$ cat src/rtl/core/rtc_three_wire_serial_master_macros.svh
// ----------------------------------------------------------------------------
// rtc_three_wire_serial_master_macros
// Assertion macros for the three-wire RTC serial master.
// ----------------------------------------------------------------------------
`ifndef RTC_THREE_WIRE_SERIAL_MASTER_MACROS_SVH
`define RTC_THREE_WIRE_SERIAL_MASTER_MACROS_SVH

// Implication checked on the same edge
`define RTC3W_ASSERT_IMP(lbl, ck, rn, ante, cons, msg) \
    lbl: assert property (@(posedge ck) disable iff (!rn) (ante) |-> (cons)) else $error(msg);

// Implication checked on the following edge
`define RTC3W_ASSERT_NEXT(lbl, ck, rn, ante, cons, msg) \
    lbl: assert property (@(posedge ck) disable iff (!rn) (ante) |=> (cons)) else $error(msg);

`endif

$ cat src/rtl/core/rtc3w_pkg.sv
// ----------------------------------------------------------------------------
// rtc3w_pkg
// Types and constants for the three-wire RTC serial master.
// ----------------------------------------------------------------------------
package rtc3w_pkg;

    typedef struct packed {
        logic       start_req;
        logic       op;
        logic [5:0] address;
        logic [7:0] write_data;
        logic       io_in;
    } rtc3w_tick_t;

    typedef struct packed {
        logic       ce_pin;
        logic       sclk_pin;
        logic       io_out;
        logic       io_drive;
        logic       busy_res;
        logic       done_res;
        logic [7:0] read_data;
    } rtc3w_res_t;

    localparam logic [2:0] PH_IDLE     = 3'd0;
    localparam logic [2:0] PH_SETUP    = 3'd1;
    localparam logic [2:0] PH_CMD_LOW  = 3'd2;
    localparam logic [2:0] PH_CMD_HIGH = 3'd3;
    localparam logic [2:0] PH_RD_LOW   = 3'd4;
    localparam logic [2:0] PH_RD_HIGH  = 3'd5;

    localparam logic [7:0] CMD_MARK        = 8'h80;
    localparam logic [3:0] RD_LAST_BIT     = 4'd7;
    localparam logic [3:0] WR_LAST_BIT     = 4'd15;
    localparam logic [7:0] HALF_PERIOD_RST = 8'd8;
    localparam logic       REG_HALF_PERIOD = 1'b0;

endpackage

$ cat src/rtl/core/rtc_three_wire_serial_master.sv
// ----------------------------------------------------------------------------
// rtc_three_wire_serial_master
// Pin sequencer for a three-wire RTC bus: CE, SCLK and a bidirectional IO.
//
//   channel  | dir | handshake               | payload
//   ---------+-----+-------------------------+----------------------
//   tick     | in  | tick_valid / tick_stall | rtc3w_tick_t (1 tick)
//   res      | out | res_valid / res_stall   | rtc3w_res_t (pin state)
//   config   | in  | APB psel/penable/pready | half_period at 0x0
//
// One tick is accepted per cycle while tick_stall is low; its pin state is
// registered. The sequencer state update is one pass of logic.
// A skid register holds a second result while res is stalled; tick_stall
// rises only when both output slots are full.
// Reset clears the sequencer, the output slots and sets half_period to 8.
// ----------------------------------------------------------------------------
`include "rtc_three_wire_serial_master_macros.svh"

module rtc_three_wire_serial_master (
    input  logic                  clk,
    input  logic                  rst_n,
    input  logic                  tick_valid,
    output logic                  tick_stall,
    input  rtc3w_pkg::rtc3w_tick_t tick,
    output logic                  res_valid,
    input  logic                  res_stall,
    output rtc3w_pkg::rtc3w_res_t res,
    input  logic                  psel,
    input  logic                  penable,
    input  logic                  pwrite,
    input  logic [2:0]            paddr,
    input  logic [31:0]           pwdata,
    output logic [31:0]           prdata,
    output logic                  pready
);
    import rtc3w_pkg::*;

    logic [7:0]  half_period_reg;
    logic [2:0]  phase_reg, phase_next;
    logic [3:0]  bit_count_reg, bit_count_next;
    logic [7:0]  tick_count_reg, tick_count_next;
    logic [15:0] shift_out_reg, shift_out_next;
    logic [7:0]  shift_in_reg, shift_in_next;
    logic        is_read_reg, is_read_next;
    logic [7:0]  last_read_reg, last_read_next;

    logic        out_valid_reg, skid_valid_reg;
    rtc3w_res_t  out_data_reg, skid_data_reg;
    rtc3w_res_t  res_new;
    logic        accept_in, take_out, done;
    logic [8:0]  tick_inc;
    logic [7:0]  hp;
    logic [3:0]  last_bit;
    logic [7:0]  sample;

    assign pready     = 1'b1;
    assign tick_stall = skid_valid_reg;
    assign accept_in  = tick_valid && !skid_valid_reg;
    assign take_out   = out_valid_reg && !res_stall;
    assign res_valid  = out_valid_reg;
    assign res        = out_data_reg;
    assign prdata     = (paddr[2] == REG_HALF_PERIOD) ? {24'd0, half_period_reg} : 32'd0;

    always_ff @(posedge clk or negedge rst_n)
    begin
        if (!rst_n)
        begin
            half_period_reg <= HALF_PERIOD_RST;
        end
        else if (psel && penable && pwrite && pready && paddr[2] == REG_HALF_PERIOD)
        begin
            half_period_reg <= pwdata[7:0];
        end
    end

    // next sequencer state for the tick being accepted
    always_comb
    begin
        phase_next      = phase_reg;
        bit_count_next  = bit_count_reg;
        tick_count_next = tick_count_reg;
        shift_out_next  = shift_out_reg;
        shift_in_next   = shift_in_reg;
        is_read_next    = is_read_reg;
        last_read_next  = last_read_reg;
        done            = 1'b0;
        tick_inc        = {1'b0, tick_count_reg} + 9'd1;
        hp              = (half_period_reg == 8'd0) ? 8'd1 : half_period_reg;
        last_bit        = is_read_reg ? RD_LAST_BIT : WR_LAST_BIT;
        sample          = {tick.io_in, shift_in_reg[7:1]};

        if (phase_reg == PH_IDLE || phase_reg > PH_RD_HIGH)
        begin
            phase_next = PH_IDLE;
            if (tick.start_req)
            begin
                is_read_next    = tick.op;
                shift_out_next  = {tick.write_data, CMD_MARK | {1'b0, tick.address, tick.op}};
                shift_in_next   = 8'd0;
                bit_count_next  = 4'd0;
                tick_count_next = 8'd0;
                phase_next      = PH_SETUP;
            end
        end
        else if (tick_inc >= {1'b0, hp})
        begin
            tick_count_next = 8'd0;
            case (phase_reg)
                PH_SETUP:    phase_next = PH_CMD_LOW;
                PH_CMD_LOW:  phase_next = PH_CMD_HIGH;
                PH_CMD_HIGH:
                begin
                    shift_out_next = shift_out_reg >> 1;
                    if (bit_count_reg >= last_bit)
                    begin
                        bit_count_next = 4'd0;
                        if (is_read_reg)
                        begin
                            phase_next = PH_RD_LOW;
                        end
                        else
                        begin
                            phase_next = PH_IDLE;
                            done       = 1'b1;
                        end
                    end
                    else
                    begin
                        bit_count_next = bit_count_reg + 4'd1;
                        phase_next     = PH_CMD_LOW;
                    end
                end
                PH_RD_LOW:
                begin
                    shift_in_next = sample;
                    if (bit_count_reg >= RD_LAST_BIT)
                    begin
                        bit_count_next = 4'd0;
                        last_read_next = sample;
                        phase_next     = PH_IDLE;
                        done           = 1'b1;
                    end
                    else
                    begin
                        bit_count_next = bit_count_reg + 4'd1;
                        phase_next     = PH_RD_HIGH;
                    end
                end
                PH_RD_HIGH:  phase_next = PH_RD_LOW;
                default:     phase_next = PH_IDLE;
            endcase
        end
        else
        begin
            tick_count_next = tick_inc[7:0];
        end
    end

    // pin levels after this tick
    always_comb
    begin
        res_new           = '0;
        res_new.busy_res  = (phase_next != PH_IDLE);
        res_new.done_res  = done;
        res_new.read_data = last_read_next;
        case (phase_next)
            PH_CMD_LOW:
            begin
                res_new.ce_pin   = 1'b1;
                res_new.io_drive = 1'b1;
                res_new.io_out   = shift_out_next[0];
            end
            PH_CMD_HIGH:
            begin
                res_new.ce_pin   = 1'b1;
                res_new.sclk_pin = 1'b1;
                res_new.io_drive = 1'b1;
                res_new.io_out   = shift_out_next[0];
            end
            PH_RD_LOW:
            begin
                res_new.ce_pin = 1'b1;
            end
            PH_RD_HIGH:
            begin
                res_new.ce_pin   = 1'b1;
                res_new.sclk_pin = 1'b1;
            end
            default:
            begin
                res_new.ce_pin = 1'b0;
            end
        endcase
    end

    always_ff @(posedge clk or negedge rst_n)
    begin
        if (!rst_n)
        begin
            phase_reg      <= PH_IDLE;
            bit_count_reg  <= 4'd0;
            tick_count_reg <= 8'd0;
            shift_out_reg  <= 16'd0;
            shift_in_reg   <= 8'd0;
            is_read_reg    <= 1'b0;
            last_read_reg  <= 8'd0;
        end
        else if (accept_in)
        begin
            phase_reg      <= phase_next;
            bit_count_reg  <= bit_count_next;
            tick_count_reg <= tick_count_next;
            shift_out_reg  <= shift_out_next;
            shift_in_reg   <= shift_in_next;
            is_read_reg    <= is_read_next;
            last_read_reg  <= last_read_next;
        end
    end

    // output slot plus skid slot
    always_ff @(posedge clk or negedge rst_n)
    begin
        if (!rst_n)
        begin
            out_valid_reg  <= 1'b0;
            skid_valid_reg <= 1'b0;
        end
        else if (skid_valid_reg)
        begin
            if (take_out)
            begin
                skid_valid_reg <= 1'b0;
            end
        end
        else if (accept_in)
        begin
            if (!out_valid_reg || take_out)
            begin
                out_valid_reg <= 1'b1;
            end
            else
            begin
                skid_valid_reg <= 1'b1;
            end
        end
        else if (take_out)
        begin
            out_valid_reg <= 1'b0;
        end
    end

    always_ff @(posedge clk)
    begin
        if (skid_valid_reg)
        begin
            if (take_out)
            begin
                out_data_reg <= skid_data_reg;
            end
        end
        else if (accept_in)
        begin
            if (!out_valid_reg || take_out)
            begin
                out_data_reg <= res_new;
            end
            else
            begin
                skid_data_reg <= res_new;
            end
        end
    end

    `RTC3W_ASSERT_IMP(a_skid_behind_out, clk, rst_n, skid_valid_reg, out_valid_reg, "skid full with output empty")
    `RTC3W_ASSERT_IMP(a_done_not_busy, clk, rst_n, res_valid && res.done_res, !res.busy_res && !res.ce_pin, "done while still busy")
    `RTC3W_ASSERT_IMP(a_idle_tick_clear, clk, rst_n, phase_reg == PH_IDLE, tick_count_reg == 8'd0, "idle with running tick count")
    `RTC3W_ASSERT_NEXT(a_stall_holds_state, clk, rst_n, tick_stall, $stable(phase_reg) && $stable(tick_count_reg), "state moved during stall")

endmodule
$ cat config.mk
export PLATFORM = sky130hd
export DESIGN_NAME = rtc_three_wire_serial_master
export DESIGN_NICKNAME = d
export VERILOG_FILES = /design/src/rtl/core/rtc3w_pkg.sv /design/src/rtl/core/rtc_three_wire_serial_master.sv
export VERILOG_INCLUDE_DIRS = /design/src /design/src/rtl/core
export SDC_FILE = /design/constraint.sdc
export NUM_CORES = 1
export LEC_CHECK = 0
export BUFFER_PORTS_ARGS = -buffer_cell sky130_fd_sc_hd__buf_2
export CAP_MARGIN = 20
export CORE_MARGIN = 2
export CORE_UTILIZATION = 49
export DETAILED_ROUTE_END_ITERATION = 6
export HOLD_SLACK_MARGIN = 0.02
export PLACE_DENSITY = 0.77
export SLEW_MARGIN = 20
export SYNTH_ARGS = -nofsm -noshare
export SYNTH_HDL_FRONTEND = slang
export SYNTH_SLANG_ARGS = --single-unit
$ cat constraint.sdc
create_clock -name clk -period 3.3 [get_ports clk]
set_clock_uncertainty 0.15 [all_clocks]
set_input_delay 0.495 -clock clk [delete_from_list [all_inputs] [get_ports clk]]
set_output_delay 0.495 -clock clk [all_outputs]
set_load 0.05 [all_outputs]
After elaboration in Yosys (flattened, before gate mapping):

Index checks and enable logic that the tools add are counted.

* logic and storage cells: 127
* output and inout bits: 49
* input port bits: 59
* register bits after elaboration: 86

* equal/unequal tests: 12
* bitwise gates (word level): 3
* add/subtract/negate cells: 2
* reductions and logical operators: 31
* order comparisons: 4
* muxes and demuxes: 50

Operators with widths (count)
* 8-bit 2-to-1 mux: 12
* 16-bit 2-to-1 mux: 4
* 14-bit 2-to-1 mux: 4
* 4-bit 2-to-1 mux: 6
* 1-bit 2-to-1 mux: 15
* 3-bit 2-to-1 mux: 5
* 3-bit case mux with 5 select lines: 1
* 3-bit by 2-bit equality test with 1-bit output, second input constant: 4
* 3-bit equality test, second input constant: 4
* 3-bit AND reduction: 4
* 4-bit AND reduction: 3
* 2-bit nonzero test: 6
* 8-bit by 1-bit adder with 9-bit output, second input constant: 1
* 9-bit by 8-bit >= comparator with 1-bit output: 1
* 8-bit logical NOT: 1
* 4-bit case mux with 2 select lines: 1
* 3-bit nonzero test: 2
* 1-bit logical AND: 5
* 4-bit by 1-bit adder with 4-bit output, second input constant: 1
* 4-bit by 3-bit >= comparator with 1-bit output, second input constant: 1
* 4-bit >= comparator: 1
* 2-bit by 1-bit inequality test with 1-bit output, second input constant: 2
* 2-bit OR reduction: 2
* 4-bit OR reduction: 1
* 10 further kinds: 15

Depth between registers and ports, before layout:

Gate-level depths: netlist (run 1).

* depth in word-level cells: 12
* mapped depth: 12
* gate-level depth less buffers: 11

Worst setup path after synthesis (run 1):

Ideal clock, no wire load.

* path type: register to register
* from: register tick_count_reg[0]
* to: register out_data_reg (netlist bit res[1]), data pin
* period minus slack after synthesis: 3.198 ns
* library setup time: 0.260 ns
* setup slack: 0.102 ns
* data arrival time: 2.788 ns
* stages on the path, launching flop included: 12
* required time: 2.890 ns
* buffers on the path: 0
* path through: dfrtp_1 -> ha_1 -> nand2_1 -> nor2_2 -> xor2_1 -> ha_1 -> and3_1 -> nor2b_1 -> a311oi_4 -> a21oi_4 -> mux2_4 -> mux2_2

* longest elaborated chain between the ends: 7

RTL lines
* start: declaration: line rtc_three_wire_serial_master.sv:41 `logic [7:0] tick_count_reg, tick_count_next;`
* start signal: assignment: line rtc_three_wire_serial_master.sv:212 `tick_count_reg <= tick_count_next;`
* 8-bit by 1-bit adder with 9-bit output: line rtc_three_wire_serial_master.sv:87 `tick_inc = {1'b0, tick_count_reg} + 9'd1;`
* 9-bit by 8-bit >= comparator with 1-bit output: line rtc_three_wire_serial_master.sv:105 `else if (tick_inc >= {1'b0, hp})`
* 8-bit 2-to-1 mux: line rtc_three_wire_serial_master.sv:105
* 8-bit 2-to-1 mux: line rtc_three_wire_serial_master.sv:92 `if (phase_reg == PH_IDLE || phase_reg > PH_RD_HIGH)`
* named net last_read_next[1]: line rtc_three_wire_serial_master.sv:45 `logic [7:0] last_read_reg, last_read_next;`
* 14-bit 2-to-1 mux: line rtc_three_wire_serial_master.sv:263 `if (!out_valid_reg || take_out)`
* 14-bit 2-to-1 mux: line rtc_three_wire_serial_master.sv:261 `else if (accept_in)`
* 14-bit 2-to-1 mux: line rtc_three_wire_serial_master.sv:254 `if (skid_valid_reg)`
* end signal: assignment: line rtc_three_wire_serial_master.sv:258 `out_data_reg <= skid_data_reg;`
* end signal: assignment: line rtc_three_wire_serial_master.sv:265 `out_data_reg <= res_new;`
* end: declaration: line rtc_three_wire_serial_master.sv:48 `rtc3w_res_t out_data_reg, skid_data_reg;`

The timed path passes the listed nets, and every way through them passes these cells. The select of a mux whose other input is x is not followed.
A chain may end at the register's enable or synchronous reset.

Worst setup path after layout (run 1):

* from: register tick_count_reg[4]
* to: register out_data_reg (netlist bit res[7]), data pin

The elaborated chain is that of the path after synthesis.

==> results of run 1 <==
what timing repair did:
action	CTS	global route
gates resized for setup	4	12
hold buffers	1	0
pin swaps	0	7
endpoints found under the hold margin	11	0
cloned	0	0
buffers inserted	0	6
endpoints found under the setup margin	20	30
layer usage:
metal / share of wire / vias to the layer above / global-route usage
met4: 0.017 / 0 / 0.08219
met2: 0.49 / 82 / 0.2952
met1: 0.46 / 1611 / 0.2510
met3: 0.036 / 12 / 0.02716
li1: - / 1592 / -
met5: 0 / - / 0
through the flow:
| step | TNS, ps | hold slack, ps | cell area (um^2) | worst slack, ps | instances |
|---|---|---|---|---|---|
| floorplan | 0 | 49.41 | 4608 | 102.2 | 425 |
| global placement | 0 | 237.3 | 4975 | 54.08 | 576 |
| detailed placement | -83.88 | 247.4 | 4975 | -47.23 | 576 |
| CTS | 0 | 201.2 | 5206 | 11.78 | 593 |
| global route | -206.4 | 200.0 | 5300 | -29.40 | 599 |
| finish | 0 | 210.7 | 5300 | 68.26 | 599 |
report_power, final:
part	internal, W	switching [W]	leakage, nW
Clock	0.000299	0.000422	0.102
Sequential	0.00145	0.000225	0.998
Combinational	0.000638	0.00112	1.27
Total	0.00239	0.00177	2.37
worst max-delay path: cells and delay by family, from the launching register on:
family | cells | cell delay [ps]
AO/OA/AOI/OAI | 2 | 450
XOR/XNOR | 1 | 160
adder cells (fa/ha/maj) | 1 | 320
buffers and inverters | 1 | 160
flip-flops | 1 | 410
multiplexers | 2 | 570
AND/OR/NAND/NOR | 5 | 770
logic make-up after synthesis:
kind of cell,count (synthesis),synth area share
compound gates,108,0.1807
simple gates,100,0.1112
flops,85,0.5017
buf+inv,54,0.06668
mux,36,0.09602
fa+ha+maj,11,0.03044
xor+xnor,6,0.01162
other cells,2,0.001661
layout make-up:
cell class | count | area share
clock buffer | 9 | 0.02337
clock inverter | 7 | 0.01440
inverter | 13 | 0.009207
multi-input combinational | 286 | 0.3966
sequential | 85 | 0.4285
tap | 111 | 0.02620
timing repair buffer | 88 | 0.1017
path summary, 6_finish.rpt:
path                                    from            endpoint  depth (start not counted)
max reg2reg                tick_count_reg[4]              res[7]                         12
min in group asynchronous              rst_n   shift_out_reg[11]                          2
max                        tick_count_reg[4]              res[7]                         12
min                                pwdata[3]  half_period_reg[3]                          2
min reg2reg                 shift_out_reg[0]    shift_out_reg[0]                          1
max in group asynchronous              rst_n  half_period_reg[3]                          3
cell usage in the layout (no fill, tap or decap), types with 4 or more instances in the layout:
cell type   n
inv_1      12
dfrtp_1    54
nand2b_1    4
o21ai_0    21
a22oi_1    15
mux2_2     27
a22o_1      4
buf_4      29
nor2b_1     5
o2bb2ai_1  14
ha_1       10
a21oi_1    15
nand3_1     9
buf_2      56
edfxtp_1   28
o31ai_1     7
nor2_2      4
mux2_4      8
conb_1     25
nor2_1     17
nand2_1    34
clkbuf_8    9
==> metrics.md, run 1 <==
| Metric | Value |
|---|---|
| Sequential cell area | 0.002271 mm^2 |
| DRT iter0 DRCs | 161 |
| Final period utilization | 0.9793 |
| Async SR Flop Fraction | 0.6706 |
| Core area | 0.009109 mm^2 |
| Top cell type's share of synthesized area | 0.3099 |
| Clk Latency, worst-skew pair | 360 ps |
| Post-synth EDFFs | 28 |
| Slowest cell on the critical path | dfrtp_1 |
| Hold Fails Final Rpt | 0 |
| CP endpoint kind | register |
| Inserted Clock Buffers | 9 |
| RD Place Congestion | 0.8616 |
| Die height | 100.1 um |
| Tightest Hold Check Type | input port to register |
| Synth Flop Type | dfrtp_1 |
| Share of cells above drive strength 1 | 0.3504 |
| Multi-input logic area | 0.002102 mm^2 |
| GRT Overall Usage | 0.1844 |
| Antenna viol nets, final | 0 |
| Root Buffer | clkbuf_8 |
| Slew of the pin with the lowest slew margin | 860.5 ps |
| Status | finished clean |
| Yosys cell types | 67 |
| Starting Density | 0.4964 |
| Final min period | 3232 ps |
| Die area | 0.01001 mm^2 |
| Io pins | 108 |
| Drt total wl | 8916 um |
| Max Slew Vio Count | 0 |
| Crit path largest cell delay | 410 ps |
| Grt total ovfl | 0 |
| Synth area leader | dfrtp_1 |
| Number of global-route vias before repair | 3207 |
| Max-cap viol count | 0 |
| Critical Path RT | 3270 ps |
| Endpoints failing setup | 0 |
| Nets | 553 |
| Max reg flops | 16 |
| Synth warnings | 0 |
| Syn-to-layout area delta | 17.21% |
| Port Buffers | 56 |
| Chip Width | 100.1 um |
| PD cells | 784.7 mW/mm^2 |
| Filler cells | 759 |
| Tot Pwr | 0.004159 W |
| Count leader, synth | dfrtp_1 |
| Sequential share of the synthesized area | 0.5017 |
| Ant diodes | 0 |
| CTS tree | done |
| Synth top area cells | dfrtp_1 (31%), edfxtp_1 (19%), mux2_2 (6.7%) |
| Max VDD drop | 0.0004003 V |
| Post-DR wirelength/cell | 14.88 um |
| Setup CP Type | register to register |
| Clock sink count | 85 |
| Most used cell along the critical path | nand3_2 |
| First-pass GRT wire length | 14870 um |
| Via count | 3297 |
| Initial antenna violation count | 0 |
| Largest net degree at the start of global routing | 29 |
| Critical Path Start Type | register |
| Remaining DRCs | 0 |
| Clock transition at path regs | 100 ps |
| Fmax | 309.4 MHz |
| DPL Wire Length | 6311 um |
| Leakage power | 2.373 nW |
| Syn Inst Count | 402 |
| Reg-to-reg slack, setup | 70 ps |
| Mapped Area | 0.004522 mm^2 |
| Crit path DAT | 3200 ps |
| Clk buf depth | 2 |
| Finished Core Util | 0.5819 |
| Drt first pass iters | 4 |
| Top cells by count, synth | dfrtp_1 (56), nand2_1 (36), edfxtp_1 (28), mux2_2 (27), buf_4 (25) |
| Core Rows | 35 |
| CP max FO | 8 |
| Syn_area_per_cell | 11.25 um^2 |
| H-tree Lvls | 3 |
| Vias per cell | 5.504 |
| Max-slew headroom | 0.4252 |
| #FFs+latches synth | 85 |
| Worst-path cell chain | nand3_2 -> nor2_2 -> nand3_2 -> xnor2_2 -> ha_1 -> and3_4 -> nor2b_2 -> a311oi_4 -> a21oi_4 -> buf_12 -> mux2_4 -> mux2_2 |
(Power assumes the default switching activity.)
==> run 2: changes to the inputs <==
CORE_ASPECT_RATIO = 0.8   (was not set)
GPL_TIMING_DRIVEN = 0   (was not set)
==> metrics.md, run 2 (synthesized netlist as in run 1, its figures left out) <==
| Metric | Value |
|---|---|
| Grt total ovfl | 0 (unchanged) |
| Syn-to-layout area delta | 22.58% (was 17.21%) |
| Drt total wl | 9828 um (was 8916 um) |
| Clock transition at path regs | 70 ps (was 100 ps) |
| Io pins | 108 (unchanged) |
| Finished Core Util | 0.6160 (was 0.5819) |
| First-pass GRT wire length | 15870 um (was 14870 um) |
| Root Buffer | clkbuf_16 (was clkbuf_8) |
| Commonest cells after routing, fill and taps aside | buf_2 (58), dfrtp_1 (53), buf_4 (37), nand2_1 (34), edfxtp_1 (28) (was buf_2 (56), dfrtp_1 (54), nand2_1 (34), buf_4 (29), edfxtp_1 (28)) |
| Reg2Reg Depth | 12 (unchanged) |
| Setup CP Type | register to register (unchanged) |
| Tightest Hold Check Type | input port to asynchronous set/reset pin (was input port to register) |
| Remaining DRCs | 0 (unchanged) |
| Reg-to-reg slack, setup | 60 ps (was 70 ps) |
| Critical Path RT | 3240 ps (was 3270 ps) |
| Core Rows | 31 (was 35) |
| PD cells | 811.2 mW/mm^2 (was 784.7 mW/mm^2) |
| Starting Density | 0.5025 (was 0.4964) |
| CTS tree | done (unchanged) |
| Antenna viol nets, final | 0 (unchanged) |
| Combinational power share | 0.403 (was 0.424) |
| Leakage power | 2.517 nW (was 2.373 nW) |
| Clock power share | 0.226 (was 0.173) |
| Max reg flops | 16 (unchanged) |
| Die area | 0.01002 mm^2 (was 0.01001 mm^2) |
| Clk buf depth | 2 (unchanged) |
| Reg2reg start | tick_count_reg[0] (was tick_count_reg[4]) |
| Die height | 89.92 um (was 100.1 um) |
| Hold Fails Final Rpt | 0 (unchanged) |
| Ant diodes | 0 (unchanged) |
| Via count | 3411 (was 3297) |
| DPL Wire Length | 6571 um (was 6311 um) |
| Status | finished clean (unchanged) |
| Fmax | 308.5 MHz (was 309.4 MHz) |
| Largest net degree at the start of global routing | 58 (was 29) |
| Max-slew headroom | 0.5122 (was 0.4252) |
| CP endpoint kind | register (unchanged) |
| Max VDD drop | 0.0004875 V (was 0.0004003 V) |
| GRT Overall Usage | 0.1934 (was 0.1844) |
| Pint | 0.002605 W (was 0.002387 W) |
| Sequential share of power | 0.371 (was 0.403) |
| Number of global-route vias before repair | 3252 (was 3207) |
| Endpoints failing setup | 0 (unchanged) |
| Inserted Clock Buffers | 9 (unchanged) |
| Clk Latency, worst-skew pair | 340 ps (was 360 ps) |
| DRT iter0 DRCs | 226 (was 161) |
| CP max FO | 8 (unchanged) |
| Nets | 573 (was 553) |
| Final min period | 3242 ps (was 3232 ps) |
| Clock sink count | 85 (unchanged) |
| Core area | 0.008999 mm^2 (was 0.009109 mm^2) |
| Reg-to-reg endpoint | res[0] (was res[7]) |
| Most common cell after layout, fill and taps aside | buf_2 (unchanged) |
| Slew of the pin with the lowest slew margin | 731.8 ps (was 860.5 ps) |
| Sw Pwr | 0.001891 W (was 0.001772 W) |
| Share of cells above drive strength 1 | 0.3602 (was 0.3504) |
| Net Sw Frac | 0.4207 (was 0.4261) |
| Max Slew Vio Count | 0 (unchanged) |
| Vias per cell | 5.475 (was 5.504) |
| RD Place Congestion | 0.9192 (was 0.8616) |
| Drt first pass iters | 5 (was 4) |
| Chip Width | 111.4 um (was 100.1 um) |
| Port Buffers | 55 (was 56) |
| Final period utilization | 0.9823 (was 0.9793) |
| Critical Path Start Type | register (unchanged) |
| Post-DR wirelength/cell | 15.78 um (was 14.88 um) |
| Crit path DAT | 3190 ps (was 3200 ps) |
| Max-cap viol count | 0 (unchanged) |
| H-tree Lvls | 3 (unchanged) |
| Initial antenna violation count | 0 (unchanged) |
| Final TNS setup | 0 ps (unchanged) |
## run 2: changes by cell type in the layout (fill, tap and decap cells not counted), moves of 2 or more
cell,delta
and3_1,+2
buf_2,+2
buf_4,+8
clkbuf_1,+10
clkbuf_16,+9
clkbuf_8,-9
nand2_2,-2
nand2_4,+2
nor2_2,-3
nor2_4,+3
## run 2: through the flow
| step | instances | setup WS, ps | total power [W] | cell area (um^2) | hold slack (ps) |
|---|---|---|---|---|---|
| 6_report | 623 | 58.33 | 0.004496 | 5543 | 60.76 |
| 2_1_floorplan | 425 | 102.2 | 0.002945 | 4608 | 49.41 |
| 3_3_place_gp | 595 | -237.2 | 0.003276 | 5027 | 318.4 |
| 5_1_grt | 623 | -10.76 | 0.004741 | 5543 | 129.9 |
| 4_1_cts | 617 | -7.139 | 0.004424 | 5431 | 91.74 |
| 3_5_place_dp | 595 | -310.9 | 0.003348 | 5030 | 324.4 |
## run 2: worst max-delay path, stage by stage (launching register included)
cell and delay (ps):
dfrtp_2 430, nand2_1 110, nor2_4 150, nand3_2 110, xnor2_2 160, ha_1 320, and3_1 190, and3_1 290
nand2_4 130, a21oi_4 210, buf_12 150, mux2_4 310, mux2_2 280
## run 2: layout make-up
cell class                 instances  area (um^2)
clock buffer                       9        225.2
clock inverter                     7        76.32
sequential                        85         2272
multi-input combinational        286         2136
buffer                            40        249.0
tap                              115        143.9
fill                             735         3456
timing repair buffer              68        391.6
inverter                          13        48.80
## run 2: worst max-delay path by stage
stage	startpoint	end	slack, ps	cells after the start
5_1_grt	tick_count_reg[0]	res[0]	-10	14
6_report	tick_count_reg[0]	res[0]	60	12
4_1_cts	tick_count_reg[0]	res[0]	-7	13
2_1_floorplan	tick_count_reg[0]	res[1]	100	11
3_3_place_gp	tick_count_reg[0]	res[6]	-240	9
3_5_place_dp	tick_count_reg[0]	res[0]	-310	9
## run 2: metal layers
metal,track usage,wire length [um],vias to the layer above
met5,0,0,-
met4,0.06584,133,0
met1,0.2729,4473,1669
met2,0.3105,4765,97
met3,0.02630,456,12
li1,-,-,1633
## run 2: repair_timing
action / in CTS / in global routing
pin swaps: 2 / 7
buffers inserted: 6 / 7
hold buffers: 0 / 0
setup endpoints to repair: 65 / 49
resized for setup: 11 / 12
## run 2: power by group through the flow
stage | combinational [W] | sequential [W] | clock (W)
2_1_floorplan | 0.000996 | 0.00195 | 0
3_3_place_gp | 0.00161 | 0.00166 | 0
3_5_place_dp | 0.00166 | 0.00168 | 0
4_1_cts | 0.00173 | 0.00167 | 0.00103
5_1_grt | 0.00196 | 0.00171 | 0.00108
6_report | 0.00181 | 0.00167 | 0.00102
==> run 3: changes to the inputs <==
CORE_UTILIZATION = 54   (was 49)
PLACE_DENSITY = 0.8   (was 0.77)
clock period = 3.1 ns   (was 3.3 ns; I/O delays follow)
==> metrics.md, run 3 (synthesized netlist as in run 1, its figures left out) <==
| Metric | Value |
|---|---|
| Status | complete, but fails checks (was finished clean) |
| Failing checks | negative setup slack |
| RD Place Congestion | 0.8727 (was 0.9192) |
| Drt total wl | 9667 um (was 9828 um) |
| Worst setup margin | -84.34 ps (was 58.33 ps) |
| Reg2Reg Depth | 13 (was 12) |
| Die area | 0.009126 mm^2 (was 0.01002 mm^2) |
| Core area | 0.008019 mm^2 (was 0.008999 mm^2) |
| First-pass GRT wire length | 15660 um (was 15870 um) |
| Setup CP Type | register to register (unchanged) |
| Port Buffers | 55 (unchanged) |
| Inserted Clock Buffers | 9 (unchanged) |
| Remaining DRCs | 0 (unchanged) |
| Hold_ws | 4.073 ps (was 60.76 ps) |
| CP max FO | 8 (unchanged) |
| Commonest cells after routing, fill and taps aside | buf_2 (56), dfrtp_1 (53), buf_4 (42), nand2_1 (32), edfxtp_1 (28) (was buf_2 (58), dfrtp_1 (53), buf_4 (37), nand2_1 (34), edfxtp_1 (28)) |
| Max reg flops | 16 (unchanged) |
| Max-slew headroom | 0.5205 (was 0.5122) |
| Root Buffer | clkbuf_8 (was clkbuf_16) |
| Drt first pass iters | 5 (unchanged) |
| Hold Fails Final Rpt | 0 (unchanged) |
| Filler cells | 589 (was 735) |
| Fmax | 314.0 MHz (was 308.5 MHz) |
| Antenna viol nets, final | 0 (unchanged) |
| Largest net degree at the start of global routing | 58 (unchanged) |
| Clk buf depth | 2 (unchanged) |
| Io pins | 108 (unchanged) |
| Die height | 85.85 um (was 89.92 um) |
| DPL Wire Length | 6496 um (was 6571 um) |
| Initial antenna violation count | 0 (unchanged) |
| Nets | 578 (was 573) |
| Syn-to-layout area delta | 25.24% (was 22.58%) |
| Clk Latency, worst-skew pair | 360 ps (was 340 ps) |
| Ant diodes | 0 (unchanged) |
| Share of cells above drive strength 1 | 0.3938 (was 0.3602) |
| Via count | 3436 (was 3411) |
| Vias per cell | 5.533 (was 5.475) |
| RSZ-0062 raised after global routing | true |
| PD cells | 828.4 mW/mm^2 (was 811.2 mW/mm^2) |
| Critical Path RT | 3060 ps (was 3240 ps) |
| Hold_buf cts | 0 (unchanged) |
| Final TNS setup | -572.4 ps (was 0 ps) |
| Reg-to-reg slack, setup | -80 ps (was 60 ps) |
| Leakage power | 2.580 nW (was 2.517 nW) |
| Critical Path Start Type | register (unchanged) |
| Post-DR wirelength/cell | 15.57 um (was 15.78 um) |
| Core Rows | 29 (was 31) |
| Reg-to-reg endpoint | res[0] (unchanged) |
| Clock sink count | 85 (unchanged) |
| Max Slew Vio Count | 0 (unchanged) |
| Tightest Hold Check Type | input port to asynchronous set/reset pin (unchanged) |
| Clock transition at path regs | 90 ps (was 70 ps) |
| H-tree Lvls | 3 (unchanged) |
| GRT Overall Usage | 0.2135 (was 0.1934) |
| Final min period | 3184 ps (was 3242 ps) |
| Final period utilization | 1.027 (was 0.9823) |
| CP endpoint kind | register (unchanged) |
| Chip Width | 106.3 um (was 111.4 um) |
| Crit path DAT | 3150 ps (was 3190 ps) |
| Number of global-route vias before repair | 3384 (was 3252) |
| Endpoints failing setup | 8 (was 0) |
| Reg2reg start | tick_count_reg[4] (was tick_count_reg[0]) |
| Grt total ovfl | 0 (unchanged) |
| Most common cell after layout, fill and taps aside | buf_2 (unchanged) |
| Max VDD drop | 0.0005791 V (was 0.0004875 V) |
| Max-cap viol count | 0 (unchanged) |
| Starting Density | 0.5639 (was 0.5025) |
| CTS tree | done (unchanged) |
| DRT iter0 DRCs | 209 (was 226) |
| Slew of the pin with the lowest slew margin | 719.2 ps (was 731.8 ps) |
[run 3: changes by cell type in the layout (fill, tap and decap cells not counted), moves of 3 or more]
cell       change
clkbuf_16      -9
mux2_4         +9
buf_12         +3
mux2_2         -9
clkbuf_8       +9
buf_4          +5
[run 3: worst max path at each step]
stage                            startpoint     end
after floorplan           tick_count_reg[2]  res[1]
after global placement    tick_count_reg[2]  res[7]
after detailed placement  tick_count_reg[2]  res[0]
after CTS                 tick_count_reg[0]  res[0]
after global routing      tick_count_reg[1]  res[0]
final                     tick_count_reg[4]  res[0]
[run 3: critical path, stage by stage, from the launching register on]
cell      delay, ps
dfrtp_1         410
nand3_4         100
buf_4           160
nor2_4          120
xor2_1          210
ha_1            280
and3_4          160
nor2b_4         130
a311oi_4        270
buf_12          160
a21oi_4          60
buf_12          150
mux2_4          310
mux2_4          260
[run 3: power by group]
group / internal, W / switching (W)
clock: 0.000466 / 0.000434
combinational: 0.000714 / 0.00130
sequential: 0.00155 / 0.000229
total: 0.00273 / 0.00196
[run 3: layout make-up]
type                            instances  area (um^2)  share of cell area
Multi-Input combinational cell        286         2262              0.3995
Clock inverter                          7        102.6             0.01812
Clock buffer                            9        123.9             0.02187
Inverter                               13        48.80            0.008617
Tap cell                              108        135.1             0.02386
Timing Repair Buffer                   73        462.9             0.08175
Sequential cell                        85         2272              0.4012
Buffer                                 40        255.2             0.04507
[run 3: routing by layer]
layer	share of wire	track usage	routed length, um	vias up
met5	0	0	0	-
met4	0.0061	0.04187	59	0
met3	0.060	0.04939	581	9
met2	0.49	0.3619	4773	116
met1	0.44	0.2854	4253	1658
li1	-	-	-	1653
[run 3: timing repair]
item,4_1_cts,5_1_grt
setup buffers,14,12
resized for setup,15,25
setup endpoints to repair,71,54
pin swaps,11,9
[run 3: stage by stage]
step	total power, W	std cells	cell area, um^2	utilization	setup WS, ps
finish	0.004691	621	5663	0.7062	-84.34
global route	0.004964	621	5663	0.7062	-128.6
CTS	0.004599	617	5500	0.6859	-2.998
detailed placement	0.003601	588	5079	0.6333	-456.4
global placement	0.003529	588	5076	0.6330	-370.7
floorplan	0.003179	425	4666	-	-66.21
